--- src/rtl/ccpr_pkg.sv ---
// Shared types and constants for the character cell pixel renderer.
package ccpr_pkg;

   localparam int unsigned LINE_PIXELS_DEFAULT = 320;
   localparam int unsigned CELL_PIXELS         = 8;
   localparam int unsigned OFFSET_W            = 16;
   localparam int unsigned COLOR_W             = 4;
   localparam int unsigned MODE_W              = 2;
   localparam int unsigned CSR_INDEX_W         = 2;
   localparam int unsigned CSR_DATA_W          = 4;

   // Display modes; the unused code renders as multicolour.
   localparam logic [MODE_W-1:0] MODE_TEXT   = 2'd0;
   localparam logic [MODE_W-1:0] MODE_BITMAP = 2'd1;
   localparam logic [MODE_W-1:0] MODE_MULTI  = 2'd2;

   // Register indexes on the csr channel.
   localparam logic [CSR_INDEX_W-1:0] CSR_DISPLAY_MODE     = 2'd0;
   localparam logic [CSR_INDEX_W-1:0] CSR_BACKGROUND_COLOR = 2'd1;

   // Multicolour pixel pair codes.
   localparam logic [1:0] PAIR_BACKGROUND = 2'b00;
   localparam logic [1:0] PAIR_SCREEN_HI  = 2'b01;
   localparam logic [1:0] PAIR_SCREEN_LO  = 2'b10;
   localparam logic [1:0] PAIR_COLOR_RAM  = 2'b11;

   typedef struct packed {
      logic [5:0] cell_column;
      logic [4:0] cell_row;
      logic [2:0] cell_line;
      logic [7:0] pattern_byte;
      logic [7:0] screen_byte;
      logic [3:0] color_nibble;
   } req_type;

   typedef struct packed {
      logic [15:0] pixel_offset;
      logic [3:0]  pixel_0;
      logic [3:0]  pixel_1;
      logic [3:0]  pixel_2;
      logic [3:0]  pixel_3;
      logic [3:0]  pixel_4;
      logic [3:0]  pixel_5;
      logic [3:0]  pixel_6;
      logic [3:0]  pixel_7;
   } rsp_type;

endpackage

--- src/rtl/char_cell_pixel_renderer_unit.sv ---
// Top level of the character cell pixel renderer.
//
// Usage:
//   The req channel carries one transaction per 8-pixel line of a character
//   cell: cell position, line within the cell, pattern byte, screen byte and
//   color RAM nibble. The rsp channel returns the frame buffer offset of the
//   line's leftmost pixel and eight 4-bit palette indices, left to right.
//   The csr channel writes display_mode (index 0) and background_color
//   (index 1); csr_ready is always high, other indexes are dropped.
//   Write csr only while no transaction is in flight.
// Timing:
//   Two stages: an input register and a result register, with the decode
//   and offset multiply between them. An accepted req is held in the input
//   register, then in the result register; one/cycle while rsp_stall is low.
// Reset:
//   Synchronous, active high. Both stages empty, display_mode = text,
//   background_color = 0.
// Backpressure:
//   While rsp_stall is high a full result register holds. The input register
//   still fills, and req_stall rises only when both stages are full.
module char_cell_pixel_renderer_unit
   import ccpr_pkg::*;
#(
   parameter int unsigned LINE_PIXELS = LINE_PIXELS_DEFAULT
) (
   input  logic                   clock,
   input  logic                   reset,
   // request channel
   input  logic                   req_valid,
   output logic                   req_stall,
   input  req_type                req_data,
   // result channel
   output logic                   rsp_valid,
   input  logic                   rsp_stall,
   output rsp_type                rsp_data,
   // configuration channel
   input  logic                   csr_valid,
   output logic                   csr_ready,
   input  logic [CSR_INDEX_W-1:0] csr_index,
   input  logic [CSR_DATA_W-1:0]  csr_data
);

   localparam logic [OFFSET_W-1:0] LINE_PIXELS_W = OFFSET_W'(LINE_PIXELS);

   // configuration registers
   logic [MODE_W-1:0]  display_mode_ff, display_mode_in;
   logic [COLOR_W-1:0] background_ff, background_in;

   // stage 1: input register
   logic    s1_valid_ff, s1_valid_in;
   req_type s1_data_ff;

   // stage 2: result register
   logic    s2_valid_ff, s2_valid_in;
   rsp_type s2_data_ff, s2_data_in;

   logic s1_advance;
   logic s2_advance;

   // decode signals
   logic [7:0]          row_line;
   logic [OFFSET_W-1:0] line_base;
   logic [OFFSET_W-1:0] column_base;
   logic [COLOR_W-1:0]  screen_hi;
   logic [COLOR_W-1:0]  screen_lo;
   logic [COLOR_W-1:0]  set_color;
   logic [COLOR_W-1:0]  clear_color;
   logic [1:0]          pair;
   logic [COLOR_W-1:0]  pixels [CELL_PIXELS];

   // ---------------------------------------------------------------
   // Handshake: the result register advances when empty or drained,
   // the input register advances when empty or whenever the result register does.
   // ---------------------------------------------------------------
   assign s2_advance = !s2_valid_ff || !rsp_stall;
   assign s1_advance = !s1_valid_ff || s2_advance;
   assign req_stall  = !s1_advance;
   assign rsp_valid  = s2_valid_ff;
   assign rsp_data   = s2_data_ff;
   assign csr_ready  = 1'b1;

   assign s1_valid_in = s1_advance ? req_valid : s1_valid_ff;
   assign s2_valid_in = s2_advance ? s1_valid_ff : s2_valid_ff;

   // ---------------------------------------------------------------
   // Register writes; unknown indexes are dropped.
   // ---------------------------------------------------------------
   always_comb begin
      display_mode_in = display_mode_ff;
      background_in   = background_ff;
      if (csr_valid && csr_ready) begin
         unique case (csr_index)
            CSR_DISPLAY_MODE:     display_mode_in = csr_data[MODE_W-1:0];
            CSR_BACKGROUND_COLOR: background_in   = csr_data[COLOR_W-1:0];
            default:              ;
         endcase
      end
   end

   // ---------------------------------------------------------------
   // Offset: (row*8 + line) * LINE_PIXELS + column*8, wrapped to 16 bits.
   // ---------------------------------------------------------------
   assign row_line    = {s1_data_ff.cell_row, s1_data_ff.cell_line};
   assign line_base   = OFFSET_W'(OFFSET_W'(row_line) * LINE_PIXELS_W);
   assign column_base = OFFSET_W'({s1_data_ff.cell_column, 3'b000});

   // ---------------------------------------------------------------
   // Pixel decode
   // ---------------------------------------------------------------
   assign screen_hi = s1_data_ff.screen_byte[7:4];
   assign screen_lo = s1_data_ff.screen_byte[3:0];

   always_comb begin
      pair        = PAIR_BACKGROUND;
      set_color   = s1_data_ff.color_nibble;
      clear_color = background_ff;
      case (display_mode_ff)
         MODE_TEXT: begin
            set_color   = s1_data_ff.color_nibble;
            clear_color = background_ff;
         end
         MODE_BITMAP: begin
            set_color   = screen_hi;
            clear_color = screen_lo;
         end
         default: begin
            set_color   = s1_data_ff.color_nibble;
            clear_color = background_ff;
         end
      endcase
      for (int i = 0; i < CELL_PIXELS; i++) begin
         // bit 7 is the leftmost pixel
         if (display_mode_ff[1]) begin
            pair = s1_data_ff.pattern_byte[7 - (i / 2) * 2 -: 2];
            case (pair)
               PAIR_BACKGROUND: pixels[i] = background_ff;
               PAIR_SCREEN_HI:  pixels[i] = screen_hi;
               PAIR_SCREEN_LO:  pixels[i] = screen_lo;
               default:         pixels[i] = s1_data_ff.color_nibble;
            endcase
         end else begin
            pixels[i] = s1_data_ff.pattern_byte[7 - i] ? set_color : clear_color;
         end
      end
   end

   always_comb begin
      s2_data_in.pixel_offset = line_base + column_base;
      s2_data_in.pixel_0      = pixels[0];
      s2_data_in.pixel_1      = pixels[1];
      s2_data_in.pixel_2      = pixels[2];
      s2_data_in.pixel_3      = pixels[3];
      s2_data_in.pixel_4      = pixels[4];
      s2_data_in.pixel_5      = pixels[5];
      s2_data_in.pixel_6      = pixels[6];
      s2_data_in.pixel_7      = pixels[7];
   end

   // ---------------------------------------------------------------
   // Control state
   // ---------------------------------------------------------------
   always_ff @(posedge clock) begin
      if (reset) begin
         s1_valid_ff     <= 1'b0;
         s2_valid_ff     <= 1'b0;
         display_mode_ff <= MODE_TEXT;
         background_ff   <= '0;
      end else begin
         s1_valid_ff     <= s1_valid_in;
         s2_valid_ff     <= s2_valid_in;
         display_mode_ff <= display_mode_in;
         background_ff   <= background_in;
      end
   end

   // Payload: load on advance, hold otherwise.
   always_ff @(posedge clock) begin
      if (s1_advance) begin
         s1_data_ff <= req_data;
      end
      if (s2_advance) begin
         s2_data_ff <= s2_data_in;
      end
   end

endmodule

--- config.mk ---
export PLATFORM = sky130hd
export DESIGN_NAME = char_cell_pixel_renderer_unit
export DESIGN_NICKNAME = d
export VERILOG_FILES = /design/src/rtl/ccpr_pkg.sv /design/src/rtl/char_cell_pixel_renderer_unit.sv
export SDC_FILE = /design/constraint.sdc
export NUM_CORES = 1
export LEC_CHECK = 0
export ABC_AREA = 1
export BUFFER_PORTS_ARGS = -buffer_cell sky130_fd_sc_hd__buf_2
export CAP_MARGIN = 20
export CORE_UTILIZATION = 50
export DETAILED_ROUTE_END_ITERATION = 16
export PLACE_DENSITY = 0.74
export SYNTH_ARGS = -nofsm -noshare
export SYNTH_HDL_FRONTEND = slang
export SYNTH_SLANG_ARGS = --single-unit
--- constraint.sdc ---
create_clock -name clock -period 6.6 [get_ports clock]
set_input_delay 0 -clock clock [delete_from_list [all_inputs] [get_ports clock]]
set_output_delay 0 -clock clock [all_outputs]
set_load 0.02 [all_outputs]
Word level (Yosys, flattened, before mapping)
Index checks and enable logic that the tools add are counted.
{"block": "totals", "in_bits": 45, "ff_bits": 90, "out_inout_bits": 51}
{"block": "op_classes", "muxes": 22, "reduce_logical": 13, "eq_ne": 10, "add_sub_neg": 1, "mul": 1}
{"op": "4-bit two-way mux", "n": 18}
{"op": "4-bit one-hot mux with 3 select lines", "n": 4}
{"op": "16-bit by 9-bit adder with 16-bit output", "n": 1}
{"op": "2-bit by 1-bit equality test with 1-bit output (second input constant)", "n": 6}
{"op": "2-bit logical NOT", "n": 5}
{"op": "8-bit by 3-bit multiplier with 10-bit output (second input constant)", "n": 1}
{"op": "2-bit equality test (second input constant)", "n": 4}
{"op": "1-bit logical NOT", "n": 4}
{"op": "2-bit AND reduction", "n": 2}
{"op": "1-bit logical OR", "n": 2}

Logic depth before layout (Yosys ltp)
Gate-level depths: netlist of the first run.
{"block": "depth", "depth_word": 4, "ltp_mapped": 12, "mapped_depth_nobuf": 12}

Worst setup path after synthesis of the first run
No wires, ideal clock.
{"block": "synth_timing", "path_kind": "flip-flop to flip-flop", "from": "register s2_valid_ff, in the netlist rsp_valid", "to": "register s1_data_ff, in the netlist column_base[3], enable pin", "setup_slack_ns": 3.666, "path_buffers": 0, "arrival_ns": 2.544, "path_stages_with_launch": 4, "path_cell_list": "dfxtp_1 nand2_1 nor2_1 inv_1"}
{"block": "synth_via", "elab_chain_len": 3}
{"item": "start, declared", "line": "char_cell_pixel_renderer_unit.sv:54", "text": "logic s2_valid_ff, s2_valid_in;"}
{"item": "start signal, assigned", "line": "char_cell_pixel_renderer_unit.sv:170", "text": "s2_valid_ff <= s2_valid_in;"}
{"item": "1-bit logical NOT", "line": "char_cell_pixel_renderer_unit.sv:75", "text": "assign s2_advance = !s2_valid_ff || !rsp_stall;"}
{"item": "1-bit logical OR", "line": "char_cell_pixel_renderer_unit.sv:75"}
{"item": "named net s2_advance", "line": "char_cell_pixel_renderer_unit.sv:58", "text": "logic s2_advance;"}
{"item": "1-bit logical OR", "line": "char_cell_pixel_renderer_unit.sv:76", "text": "assign s1_advance = !s1_valid_ff || s2_advance;"}
{"item": "end signal, assigned", "line": "char_cell_pixel_renderer_unit.sv:179", "text": "s1_data_ff <= req_data;"}
{"item": "end, declared", "line": "char_cell_pixel_renderer_unit.sv:51", "text": "req_type s1_data_ff;"}
The timed path passes the listed nets, and every way through them passes these cells.
A chain may end at the register's enable or synchronous reset.

==> results.toml, run 1 <==
[setup_path]
critPathSlowestCell = "sky130_fd_sc_hd__fa_1"
r2r-end = "rsp_data[47]"
crit_fanout = 3
rr_startpoint = "row_line[3]"
end_kind = "flop"
peak_per_stage_delay_on_the_critical_path_ns = 0.54
cp_cell_sequence = "ha_1 -> ha_1 -> fa_1 -> nand2_1 -> nor2_1 -> nand2_1 -> nand2_1 -> nand2_1 -> nor2_1 -> nand3_1 -> nand2_1 -> nand2_1"
crit_type = "flop to flop"
critical_path_arrival_ns = 2.64
timing.critical_path.from = "row_line[3]"
cell_mode_on_critical_path = "sky130_fd_sc_hd__nand2_1"
r2r_worst_path_depth = 12
worst_reg_to_reg_setup_slack_ns = 4.08
cpLargestDelayFamily = "adder cells"
critical_path_buf_inv_count = 0
required_ns = 6.72
timing.critical_path.from_type = "flop"

[clock_tree]
clock_tree.buffer_depth = 2
cts_sinks = 87
clock_latency_ns = 0.35
ctsRootBufferMaster = "sky130_fd_sc_hd__clkbuf_8"
cts_setup_buffers = 0
cts_tree = "done"
ctsHoldBuffers = 48
inserted_clock_buffers = 9
cts_htree_levels = 3
postCtsResizedCells = 0
clkTransAtPathRegs_ns = 0.09

[layout]
n_antenna_cell = 0
num-fill-cells = 696
fin_cells = 709
num-nets-final = 658
multi_input_area_um2 = 1750
area_grow_syn2layout_pct = 27.0
finish.instance_area_um2 = 5770
drive_above_1_share_pct = 20.8
layout.area.seq_um2 = 2530

[drt]
avgViaCountPerCell = 5.54
first_pass_detailed_route_iteration_total = 5
vias = 3929
final_wirelength_mm = 11.6
routedWlPerCell_um = 16.4
route.detailed.drc = 0
dr.first_iter.drc_count = 362
route.antenna.remaining_nets = 0

[die]
floorplan.io_pins = 96
row_count = 34
chipHeight_um = 97.3
die_w_um = 97.3
core_area_um2 = 8760
effective_utilization_at_floorplan_pct = 51.8
die-area_um2 = 9470

[synthesis]
async_flop_share_pct = 0
yosysMostFrequentCell = "sky130_fd_sc_hd__nand2_1"
post_synth_main_area_contributors = "sky130_fd_sc_hd__edfxtp_1 52%, sky130_fd_sc_hd__nand2_1 6.6%, sky130_fd_sc_hd__o21ai_0 5.5%"
syn-mean-instance-area_um2 = 9.85
synth_enable_flop_cells = 79
number_of_instances_in_the_synthesized_netlist = 461
synth.yosys.seq_area_share_pct = 55.8
synth-main-ff-cell = "sky130_fd_sc_hd__edfxtp_1"
synthDominantAreaCellType = "sky130_fd_sc_hd__edfxtp_1"
synth.distinct_cells = 37
synthesized_cell_area_um2 = 4540
yosys_warnings = 0
synth.top_cells.by_count = "80 x sky130_fd_sc_hd__nand2_1, 79 x sky130_fd_sc_hd__edfxtp_1, 50 x sky130_fd_sc_hd__o21ai_0"
area_share_of_the_largest_cell_type_after_synthesis_pct = 52.2
synth-seq-cells = 87

[placed_design]
place_ws_ns = 4.06
dp.final_hpwl_mm = 7.63
placement.io_buffers = 91
placed_insts = 644
placedInstanceArea_um2 = 5040
routabilityCongestion = 0.949

[run_status]
status = "complete, no violations"

[pwr]
power.switching_fraction_pct = 29.3
power.share.clock_pct = 27.8
total_switching_power_uw = 412
internal_power_uw = 992
leakage_power_summed_over_all_cells_uw = 0.00248
power-per-cell-area_nw_per_um2 = 243
p_seq_share_pct = 50.5
vdd.ir_drop.worst_uv = 150
comb_power_share_pct = 21.7

[sta]
report.final.slew_viol_count = 0
final-setup-viol-count = 0
skew_ns = 0.00928
fin_hold_ws_ns = 0.106
grt_setup_unrepaired = "false"
final-hold-violation-count = 0
maxClockFrequency_mhz = 397
tns_ns = 0
post-route-min-period_ns = 2.52
postLayoutSetupSlackWorst_ns = 4.08
maxSlewHeadroom_pct = 52.6
timing_worst_slew_pin_value_ns = 0.709
fin_crit_sh_pct = 38.2

[global_routing]
grt_use_total_pct = 24.8
pin_count_of_the_biggest_net_entering_global_routing = 48
gr-total-overflow = 0
grt_first_pass_wirelength_mm = 18.2
grt_pass1_vias = 3812
antenna_found_initial = 0

[hold_path]
hold_path_startpoint = "csr_index[1]"
min_path_type = "input pin to flop"
count_of_cells_along_the_worst_hold_path = 4
min_to = "background_ff[2]"

[flow_run]
max_cap_viol = 0
[tightest hold or removal path, delay by kind of cell]
family	cells	cell delay [ns]
and+or+nand+nor	1	0.07
buffers and inverters	2	0.25
AOI/OAI and AO/OA	1	0.10
[layout by cell type (no fill, tap or decap), types with 2 or more instances in the layout]
master,instances
sky130_fd_sc_hd__edfxtp_1,79
sky130_fd_sc_hd__dlygate4sd3_1,48
sky130_fd_sc_hd__fa_1,2
sky130_fd_sc_hd__a21oi_1,11
sky130_fd_sc_hd__clkinv_4,2
sky130_fd_sc_hd__o21ai_4,2
sky130_fd_sc_hd__o211ai_1,20
sky130_fd_sc_hd__ha_1,15
sky130_fd_sc_hd__nor2_1,48
sky130_fd_sc_hd__clkbuf_8,11
sky130_fd_sc_hd__a211oi_1,3
sky130_fd_sc_hd__o221ai_1,3
sky130_fd_sc_hd__xnor2_1,2
sky130_fd_sc_hd__dfxtp_1,8
sky130_fd_sc_hd__o21ai_1,22
sky130_fd_sc_hd__xor2_1,3
sky130_fd_sc_hd__conb_1,4
sky130_fd_sc_hd__mux2_2,2
sky130_fd_sc_hd__buf_2,91
sky130_fd_sc_hd__nand2_2,4
sky130_fd_sc_hd__a21oi_4,2
sky130_fd_sc_hd__nand4_1,4
sky130_fd_sc_hd__nand2_1,79
sky130_fd_sc_hd__clkbuf_16,2
sky130_fd_sc_hd__nand3_1,30
sky130_fd_sc_hd__inv_1,38
sky130_fd_sc_hd__nor3_1,4
sky130_fd_sc_hd__o21ai_0,50
[registers in the layout (all words and copies together), names as in the netlist]
| signal | flops |
|---|---|
| rsp_data | 45 |
| s1_data_ff | 20 |
| row_line | 8 |
| column_base | 6 |
| background_ff | 4 |
| display_mode_ff | 2 |
| rsp_valid | 1 |
| s1_valid_ff | 1 |
[per-layer routing]
metal / share of wire, % / track usage, % / vias to the layer above
met5: 0 / 0 / -
met3: 8.5 / 4.96 / 29
met4: 2.7 / 10.6 / 0
met1: 39 / 30.4 / 1806
li1: - / - / 1885
met2: 50 / 42.5 / 209
[how the worst max path moves through the flow]
stage,slack [ns],endpoint,depth (start not counted)
floorplan,3.67,column_base[3],3
global placement,4.17,rsp_data[47],12
detailed placement,4.06,rsp_data[47],12
CTS,3.98,s1_valid_ff,6
global route,3.87,rsp_data[47],12
finish,4.08,rsp_data[47],12
[metrics by stage]
stage / utilization [%] / total power, uW
after detailed placement: 57.5 / 999
after floorplan: - / 907
final: 65.8 / 1400
after global placement: 57.5 / 993
after CTS: 65.5 / 1410
after global routing: 65.8 / 1470
[final cells by class]
class | instances | area share (%)
clock inverter | 2 | 0.304
inverter | 40 | 2.69
clock buffer | 14 | 3.56
tap | 108 | 2.34
sequential | 87 | 43.9
timing repair buffer | 141 | 16.8
multi-input combinational | 317 | 30.4
[logic make-up (layout without fill, tap and decap cells)]
group,after synthesis,after routing,share of synthesized area [%]
other cells,2,4,0.165
buf+inv,59,197,5.90
fa+ha+maj,17,17,5.02
compound gates,117,117,15.7
mux,2,2,0.496
flops,87,87,55.8
xor+xnor,5,5,0.965
simple gates,172,172,16.0
[power by group through the flow]
stage               Clock, uW  Sequential, uW  Combinational [uW]
floorplan                   0             766                 140
global placement            0             720                 273
detailed placement          0             720                 279
CTS                       398             709                 300
global route              418             715                 333
finish                    390             709                 305
Power figures use the tool's default switching activity.
==> inputs of run 2 (changes only) <==
--- a/config.mk
+++ b/config.mk
@@ -5,12 +5,12 @@
 export SDC_FILE = /design/constraint.sdc
 export NUM_CORES = 1
 export LEC_CHECK = 0
-export ABC_AREA = 1
+export ABC_AREA = 0
 export BUFFER_PORTS_ARGS = -buffer_cell sky130_fd_sc_hd__buf_2
 export CAP_MARGIN = 20
-export CORE_UTILIZATION = 50
+export CORE_UTILIZATION = 49
 export DETAILED_ROUTE_END_ITERATION = 16
-export PLACE_DENSITY = 0.74
+export PLACE_DENSITY = 0.76
 export SYNTH_ARGS = -nofsm -noshare
 export SYNTH_HDL_FRONTEND = slang
 export SYNTH_SLANG_ARGS = --single-unit
==> constraint.sdc (replaced) <==
create_clock -name clock -period 2.2 [get_ports clock]
set_input_delay 0 -clock clock [delete_from_list [all_inputs] [get_ports clock]]
set_output_delay 0 -clock clock [all_outputs]
set_load 0.02 [all_outputs]
==> results.toml, run 2 <==
[run_status]
status = "finished, violations left"
failed_checks = "negative setup slack"

[global_routing]
grt_pass1_vias = 3006
gr-total-overflow = 0
pin_count_of_the_biggest_net_entering_global_routing = 50
antenna_found_initial = 0
grt_first_pass_wirelength_mm = 14.2
grt_use_total_pct = 20.7

[synthesis]
number_of_instances_in_the_synthesized_netlist = 330
synth-seq-cells = 87
synth.yosys.seq_area_share_pct = 58.6
synth.top_cells.by_count = "79 x sky130_fd_sc_hd__edfxtp_1, 51 x sky130_fd_sc_hd__nand2_1, 33 x sky130_fd_sc_hd__o21ai_0"
synth_enable_flop_cells = 79
syn-mean-instance-area_um2 = 13.1
yosys_warnings = 0
synth-main-ff-cell = "sky130_fd_sc_hd__edfxtp_1"
synth.distinct_cells = 34
async_flop_share_pct = 0
area_share_of_the_largest_cell_type_after_synthesis_pct = 54.9
synthesized_cell_area_um2 = 4320
yosysMostFrequentCell = "sky130_fd_sc_hd__edfxtp_1"
post_synth_main_area_contributors = "sky130_fd_sc_hd__edfxtp_1 55%, sky130_fd_sc_hd__mux4_2 8.3%, sky130_fd_sc_hd__nand2_1 4.4%"
synthDominantAreaCellType = "sky130_fd_sc_hd__edfxtp_1"

[clock_tree]
cts_setup_buffers = 0
cts_htree_levels = 3
clock_latency_ns = 0.34
inserted_clock_buffers = 9
clkTransAtPathRegs_ns = 0.09
cts_tree = "done"
clock_tree.buffer_depth = 2
ctsRootBufferMaster = "sky130_fd_sc_hd__clkbuf_8"
cts_sinks = 87

[sta]
maxSlewHeadroom_pct = 62.7
maxClockFrequency_mhz = 414
grt_setup_unrepaired = "true"
postLayoutSetupSlackWorst_ns = -0.214
final-hold-violation-count = 0
final-setup-viol-count = 5
report.final.slew_viol_count = 0
fin_crit_sh_pct = 110
timing_worst_slew_pin_value_ns = 0.560
skew_ns = 0.0106
post-route-min-period_ns = 2.41

[flow_run]
max_cap_viol = 0

[setup_path]
peak_per_stage_delay_on_the_critical_path_ns = 0.43
worst_reg_to_reg_setup_slack_ns = -0.21
rr_startpoint = "row_line[3]"
critPathSlowestCell = "sky130_fd_sc_hd__edfxtp_1"
r2r-end = "rsp_data[47]"
r2r_worst_path_depth = 7
cp_cell_sequence = "ha_1 -> ha_2 -> fa_2 -> xor2_1 -> nor3b_4 -> nand4_2 -> xnor2_1"
required_ns = 2.30
crit_type = "flop to flop"
timing.critical_path.from_type = "flop"
crit_fanout = 3
end_kind = "flop"
critical_path_arrival_ns = 2.51

[layout]
num-fill-cells = 626
final_util_pct = 67.2
layout.cells.most_common_list = "91 x sky130_fd_sc_hd__buf_2, 79 x sky130_fd_sc_hd__edfxtp_1, 49 x sky130_fd_sc_hd__nand2_1"
largest_reg_flops = 45
fin_cells = 587
layout.cells.most_common = "sky130_fd_sc_hd__buf_2"
area_grow_syn2layout_pct = 30.3
drive_above_1_share_pct = 33.2
finish.instance_area_um2 = 5630
num-nets-final = 539
n_antenna_cell = 0

[die]
die_w_um = 95.9
floorplan.io_pins = 96
chipHeight_um = 95.9
effective_utilization_at_floorplan_pct = 51.6
die-area_um2 = 9200
core_area_um2 = 8380
row_count = 33

[hold_path]
hold_path_startpoint = "csr_index[1]"
count_of_cells_along_the_worst_hold_path = 4
min_path_type = "input pin to flop"
min_to = "display_mode_ff[0]"

[placed_design]
routabilityCongestion = 0.790
placement.io_buffers = 91
place_ws_ns = -0.191
dp.final_hpwl_mm = 6.10
placed_insts = 525
placedInstanceArea_um2 = 4970

[pwr]
leakage_power_summed_over_all_cells_uw = 0.00244
comb_power_share_pct = 22.6
vdd.ir_drop.worst_uv = 505
internal_power_uw = 2860
p_seq_share_pct = 52.2
power.share.clock_pct = 25.1
total_switching_power_uw = 1160
power.switching_fraction_pct = 29.0
power-per-cell-area_nw_per_um2 = 715

[drt]
route.antenna.remaining_nets = 0
vias = 3133
routedWlPerCell_um = 15.4
avgViaCountPerCell = 5.34
final_wirelength_mm = 9.06
route.detailed.drc = 0
dr.first_iter.drc_count = 239
first_pass_detailed_route_iteration_total = 5
==> run 2: cell types whose count changed in the layout (fill, tap and decap cells not counted), sizes merged, moves of 6 or more <==
cell    previous run  this run
o21ai             75        37
a211o              0        16
nor2              49        30
a21oi             13         4
buf               93       107
nand3             30         2
o211ai            20         0
xnor2              2         8
mux4               0        16
nand2             84        51
mux2i              0        10
inv               40        13
==> run 2: worst max-delay path by stage <==
stage | slack (ns) | cells past startpoint | to | from
2_1_floorplan | -0.06 | 8 | rsp_data[46] | row_line[1]
3_3_place_gp | -0.09 | 8 | rsp_data[46] | row_line[3]
6_report | -0.21 | 7 | rsp_data[47] | row_line[3]
5_1_grt | -0.34 | 8 | rsp_data[47] | row_line[3]
4_1_cts | -0.22 | 8 | rsp_data[47] | row_line[3]
3_5_place_dp | -0.19 | 8 | rsp_data[47] | row_line[3]
==> run 2: power groups by stage <==
stage          clock network (uW)  registers (uW)  logic (uW)
6_report                     1010            2100         910
5_1_grt                      1110            2130         982
4_1_cts                      1040            2100         911
3_5_place_dp                    0            2140         838
3_3_place_gp                    0            2130         816
2_1_floorplan                   0            2280         399
==> run 2: final cells by class <==
cell class	instances	area [um2]	area share [%]
Timing Repair Buffer	153	1040	18.4
Inverter	9	33.8	0.600
Multi-Input combinational cell	217	1720	30.5
Sequential cell	87	2530	45.0
Clock inverter	7	55.1	0.978
Tap cell	105	131	2.33
Clock buffer	9	124	2.20
==> run 2: metrics by stage <==
step / hold slack [ns] / setup TNS, ns / power [uW]
2_1_floorplan: 0.0989 / -0.121 / 2680
3_3_place_gp: 0.176 / -0.232 / 2950
3_5_place_dp: 0.178 / -0.530 / 2980
4_1_cts: 0.0548 / -0.602 / 4060
5_1_grt: 0.0685 / -1.09 / 4210
6_report: 0.0793 / -0.612 / 4020
==> run 2: repair_timing <==
action,4_1_cts,5_1_grt
pin swaps,1,1
gates cloned,0,0
resized for setup,3,0
hold buffers,46,0
endpoints found under the hold margin,42,0
endpoints found under the setup margin,5,5
==> run 2: routing by layer <==
metal	vias to the layer above	routed length (um)	track usage, %
met5	-	0	0
met4	0	162	6.97
met3	15	660	4.82
met2	146	4460	35.1
met1	1462	3780	26.4
li1	1510	-	-
==> run 2: worst max-delay path: cells and delay by family, from the launching register on <==
kind | cells | cell delay [ns]
XOR/XNOR | 2 | 0.42
AND/OR/NAND/NOR | 2 | 0.42
adder cells (fa/ha/maj) | 3 | 0.90
flip-flops | 1 | 0.43
==> run 2: cell families after synthesis <==
family | Yosys count | share of synthesized area [%]
other cells | 2 | 0.174
simple gates | 92 | 9.03
compound gates | 63 | 9.32
fa+ha+maj | 17 | 5.27
xor+xnor | 11 | 2.23
flops | 87 | 58.6
mux | 30 | 12.4
buf+inv | 28 | 2.98
